<file path="src/rtl/mco_pkg.sv">
// shared types, widths and codes for the matrix chain order block
// no dependencies
package mco_pkg;

  localparam int MAX_MATRICES_DEF = 16;
  localparam int DIM_WIDTH_DEF    = 16;

  localparam int DIM_IN_W = 16;
  localparam int COST_W   = 63;
  localparam int SPLIT_W  = 5;
  localparam int STATUS_W = 2;

  localparam logic [COST_W-1:0] COST_MAX = {COST_W{1'b1}};

  localparam logic [STATUS_W-1:0] STATUS_OK    = 2'd0;
  localparam logic [STATUS_W-1:0] STATUS_SHORT = 2'd1;
  localparam logic [STATUS_W-1:0] STATUS_LONG  = 2'd2;

  typedef struct packed {
    logic [DIM_IN_W-1:0] dimension;
    logic                last;
  } in_word_t;

  typedef struct packed {
    logic [COST_W-1:0]   min_cost;
    logic [SPLIT_W-1:0]  top_split;
    logic [STATUS_W-1:0] status;
  } out_word_t;

  typedef struct packed {
    logic load_di;
    logic load_ac;
    logic load_step;
    logic load_sum;
    logic zero_a;
    logic zero_b;
  } arith_ctl_t;

endpackage

</file>
<file path="src/rtl/mco_arith.sv">
// shared arithmetic unit: one multiplier and saturating cost adders
// depends on mco_pkg
module mco_arith import mco_pkg::*; #(
  parameter int DIM_WIDTH = DIM_WIDTH_DEF
) (
  input  logic                 clk,
  input  arith_ctl_t           ctl,
  input  logic [DIM_WIDTH-1:0] dim_rd,
  input  logic [COST_W-1:0]    cost_a,
  input  logic [COST_W-1:0]    cost_b,
  output logic [COST_W-1:0]    cand_r
);

  localparam int AC_W   = 2*DIM_WIDTH;
  localparam int PROD_W = 3*DIM_WIDTH;

  logic [DIM_WIDTH-1:0] di_r;
  logic [AC_W-1:0]      ac_r;
  logic [PROD_W-1:0]    prod_r;
  logic [COST_W-1:0]    pair_r;

  logic [AC_W-1:0]      mul_x;
  logic [PROD_W-1:0]    mul_p;
  logic [COST_W-1:0]    term_a;
  logic [COST_W-1:0]    term_b;

  function automatic logic [COST_W-1:0] sat_add(input logic [COST_W-1:0] a,
                                                input logic [COST_W-1:0] b);
    logic [COST_W:0] s;
    s = {1'b0, a} + {1'b0, b};
    return (s >= {1'b0, COST_MAX}) ? COST_MAX : s[COST_W-1:0];
  endfunction

  // outer dims product first, then one inner dim per split step
  assign mul_x  = ctl.load_ac ? AC_W'(di_r) : ac_r;
  assign mul_p  = PROD_W'(mul_x) * PROD_W'(dim_rd);
  assign term_a = ctl.zero_a ? '0 : cost_a;
  assign term_b = ctl.zero_b ? '0 : cost_b;

  always_ff @(posedge clk) begin
    if (ctl.load_di) begin
      di_r <= dim_rd;
    end
    if (ctl.load_ac) begin
      ac_r <= mul_p[AC_W-1:0];
    end
    if (ctl.load_step) begin
      prod_r <= mul_p;
      pair_r <= sat_add(term_a, term_b);
    end
    if (ctl.load_sum) begin
      cand_r <= sat_add(pair_r, COST_W'(prod_r));
    end
  end

endmodule

</file>
<file path="config.mk">
export PLATFORM = sky130hd
export DESIGN_NAME = mco_arith
export DESIGN_NICKNAME = d
export VERILOG_FILES = /design/src/rtl/mco_pkg.sv /design/src/rtl/mco_arith.sv
export SDC_FILE = /design/constraint.sdc
export NUM_CORES = 2
export LEC_CHECK = 0
export BUFFER_PORTS_ARGS = -buffer_cell sky130_fd_sc_hd__buf_2
export CELL_PAD_IN_SITES_DETAIL_PLACEMENT = 0
export CELL_PAD_IN_SITES_GLOBAL_PLACEMENT = 2
export CORE_MARGIN = 10
export CORE_UTILIZATION = 43
export CTS_BUF_LIST = sky130_fd_sc_hd__clkbuf_16
export DETAILED_ROUTE_END_ITERATION = 10
export PLACE_DENSITY_LB_ADDON = 0.1
export RECOVER_POWER = 25
export SLEW_MARGIN = 20
export SYNTH_ARGS = -nofsm -noshare
export SYNTH_HDL_FRONTEND = slang
export SYNTH_SLANG_ARGS = --single-unit
</file>
<file path="constraint.sdc">
create_clock -name clk -period 12.52 [get_ports clk]
set_clock_uncertainty 0.05 [all_clocks]
set_input_delay 1.252 -clock clk [delete_from_list [all_inputs] [get_ports clk]]
set_output_delay 1.252 -clock clk [all_outputs]
set_load 0.02 [all_outputs]
</file>
== Yosys cells after proc, flatten, opt, wreduce, memory -nomap -nowiden ==
Index checks and enable logic that the tools add are counted.
Word-level totals
  word-level logic and storage cells: 13
  register bits: 222
  bits of input ports: 149
Operators by class
  multiply operators: 1
  add/subtract/negate cells: 2
  magnitude comparators: 2
  muxes and demuxes: 3
Operators by type and width (count)
  greater-or-equal comparator 64 x 63 -> 1 bit (second input constant): 2
  two-way mux 63 bit: 2
  adder 63 x 48 -> 64 bit: 1
  adder 63 x 63 -> 64 bit: 1
  multiplier 32 x 16 -> 48 bit: 1
  two-way mux 32 bit: 1

== Longest topological paths before layout ==
  depth after elaboration: 3
  mapped depth: 28

== Least setup slack after synthesis ==
OpenSTA, ideal clock, no wires.
  kind: in2reg
  start: input port ctl[4] in the netlist's numbering
  end: register prod_r[40], data pin
  setup time: 259 ps
  data required time: 12211 ps
  path slack: 4593 ps
  path buffers: 2
  arrival time: 7618 ps
  stages: 25
  cell sequence: clkbuf_1 > mux2_2 > clkbuf_1 > and2_1 > fa_1 > inv_1 > fa_1 > fa_1 > inv_1 > ha_1 > fa_1 > inv_1 > fa_1 > inv_1 > ha_1 > and3_1 > a221oi_1 > o21ai_0 > o211ai_1 > a21oi_1 > a2111oi_4 > o211ai_1 > a31oi_1 > o21ai_0 > xnor2_1
On the way
  word-level cells in the longest chain between the ends: 2
Ends and longest elaborated chain
  start: declaration: RTL line mco_arith.sv:7  | input arith_ctl_t ctl,
  two-way mux 32 bit: RTL line mco_arith.sv:35  | assign mul_x = ctl.load_ac ? AC_W'(di_r) : ac_r;
  multiplier 32 x 16 -> 48 bit: RTL line mco_arith.sv:36  | assign mul_p = PROD_W'(mul_x) * PROD_W'(dim_rd);
  net mul_p[40]: RTL line mco_arith.sv:23  | logic [PROD_W-1:0] mul_p;
  end signal: assignment: RTL line mco_arith.sv:48  | prod_r <= mul_p;
  end: declaration: RTL line mco_arith.sv:19  | logic [PROD_W-1:0] prod_r;
The timed path passes the listed nets, and every way through them passes these cells.
A chain may end at the register's enable or synchronous reset.

== Final worst setup path ==
Same ends and word-level chain as after synthesis.

==> reports/results.txt <==
Reg area: 6666 um^2
Die X: 290.1 um
largest net degree at the start of global routing: 64
Final Cycle Share: 0.7640
Final Setup Violations: 0
cell depth of the worst flop-to-flop path: 23
Num Clock Sinks: 222
register-to-register path setup slack: 5.03 ns
CTS tree: built
FF-to-FF End: prod_r[40]$_DFFE_PP_
die area: 84130 um^2
core area: 71850 um^2
IO Port Bufs: 211
# rows: 98
top-count cell post-synth: nand2_1
post-CTS resize count: 0
Hold Buf Count CTS: 0
first-pass GRT wire length: 144800 um
# fillers: 7163
actual slew at the worst max-slew pin: 3.929 ns
RSZ-0062 raised after global routing: false
total gr overflow: 0
post-synth top area share: 0.2681
Final ANT Viol Nets: 0
status: finished with violations
area added between synthesis and finish: 8.239%
Detailed Routing Iterations Pass 1: 7
largest cells by area after synthesis: fa_1 (27%), edfxtp_1 (21%), ha_1 (9.2%)
Seq/Total Area, Yosys: 0.2126
met2 Use GR: 0.3733
Post-synth top flop: edfxtp_1
Critical Path Most Common Cell: fa_1
violated checks: capacitance limit, slew limit
WP depth: 25
Async SR Flop Fraction: 0
yosys warns: 0
post-route insts no fill: 4479
DR iter-0 viols: 1305
Slowest cell on crit path: clkbuf_1
die height: 290.1 um
hold-critical path depth: 1
startpoint type of the worst setup path: primary input
Initial Utilization: 0.4365
Critical R2R Launch: di_r[9]$_DFFE_PP_
maximum clock frequency: 104.5 MHz
post-CTS setup buffers: 0
maximum fanout along the worst path: 39
Post-Place Cells: 4431
Worst setup EP type: flip-flop
Boundary Pins: 212
area of the multi-input gates: 22250 um^2
Hold Violations, Final: 0
Routed WL per cell: 19.89 um
worst path bufs/invs: 6
cell taking the most area after synthesis: fa_1
CP arrival: 9.82 ns
Bufs on Longest Clock Path: 3
vias in the first global route: 26.18k
initial antenna violation count: 0
Worst Hold Class: reg2reg
final setup TNS: 0 ns
RD Place Congestion: 0.8539
hold path endpoint: cand_r[57]$_SDFFCE_PP1P_
total CTS buffers: 26
later-pin clock latency in the skew report: 0.56 ns
Final #Nets: 4309
Remaining DRCs: 0
synth unique cells: 75
Crit path largest cell delay: 1.11 ns
Net Count, Synth: 4219
met3 usage: 0.02184
HPWL Detailed: 71250 um
GR peak layer: met2
Max-cap violations: 19
drt total wl: 89070 um
H-tree depth: 1
number of vias per cell: 5.351
clock period minus worst slack: 9.565 ns
worst hold start: pair_r[57]$_SDFFCE_PP1P_
max-slew violation count: 685
met1 track demand over resource: 0.2747
Reg clk slew, reported paths: 0.06 ns
layout cell share with drive strength beyond 1: 0.08501
Max-slew headroom: -1.619
Vias: 23.97k
Synth top cells by count: nand2_1 (536), inv_1 (491), fa_1 (420), and2_1 (231), ha_1 (231)
Cell Area, Synth: 31360 um^2
Worst EP required: 12.77 ns
#FFs+latches synth: 222
Avg Inst Size Synth: 9.173 um^2
antenna cells: 0
GRT Util Overall: 0.2100
Synth Instances: 3419
Clk Tree Root Cell: clkbuf_16
CP delay by family, top: adder cells
Post-synth EDFFs: 222
Worst Setup Path Type: in2reg
cell usage in the layout, fill, tap and decap left out, types with 44 or more instances in the layout:
cell type,n
inv_1,493
nor2_1,74
nand4_1,44
ha_1,231
xnor2_1,92
fa_1,420
edfxtp_1,222
nor2b_1,148
xor2_1,62
a21o_1,81
o21ai_0,91
buf_2,190
and2_1,231
nand2_1,536
a21oi_1,176
worst reg2reg max path: stages (launching register included):
cell and delay (ns):
edfxtp_1 0.36, mux2_2 0.47, and2_1 0.28, fa_1 0.53
inv_1 0.06, fa_1 0.52, fa_1 0.53, inv_1 0.05
fa_1 0.49, fa_1 0.56, inv_1 0.07, fa_1 0.53
inv_1 0.04, ha_1 0.35, a21o_1 0.20, a21oi_1 0.18
o21ai_0 0.17, a211oi_1 0.42, a21oi_1 0.19, a2111oi_4 0.40
o211ai_1 0.21, a31oi_1 0.29, o21ai_0 0.14, xnor2_1 0.16
worst max-delay path by stage:
stage,slack [ns],startpoint,endpoint
after global placement,3.28,ctl[4],prod_r[40]$_DFFE_PP_
after floorplan,4.59,ctl[4],prod_r[40]$_DFFE_PP_
final,2.95,ctl[4],prod_r[40]$_DFFE_PP_
after CTS,3.67,ctl[4],prod_r[40]$_DFFE_PP_
after detailed placement,3.07,ctl[4],prod_r[40]$_DFFE_PP_
after global routing,2.46,ctl[4],prod_r[40]$_DFFE_PP_
metal layers:
metal,wire (um),up-vias
met5,0,-
met4,1301,0
met2,45150,520
li1,-,11280
met1,39210,12090
met3,3415,82
registers in the layout (all words and copies together) (netlist names):
name / cells
cand_r: 63
pair_r: 63
prod_r: 48
ac_r: 32
di_r: 16
per-stage QoR:
step                hold WS (ns)  setup WS [ns]  area, um^2  utilization
global placement          0.5562          3.278       33090       0.4606
detailed placement        0.5589          3.071       33110       0.4608
floorplan                 0.4996          4.593       31360            -
CTS                       0.5731          3.669       33970       0.4728
finish                    0.5647          2.955       33950       0.4724
global route              0.5765          2.463       33950       0.4724
area by class of cell:
class	count	area share
clock buffers	27	0.01990
well taps	950	0.03502
flip-flops and latches	222	0.1964
inverters	491	0.05429
repair buffers	224	0.03343
clock inverters	21	0.005381
multi-input cells	2544	0.6556
cell families after synthesis:
family,share of synthesized area
AND/OR/NAND/NOR,0.1864
buffers and inverters,0.07911
adder cells (fa/ha/maj),0.3603
AO/OA/AOI/OAI,0.1121
flip-flops,0.2126
XOR/XNOR,0.04301
multiplexers,0.006463
Power is not shown: default switching activity piles up to over one toggle a cycle in this logic, so the estimate is an artifact.
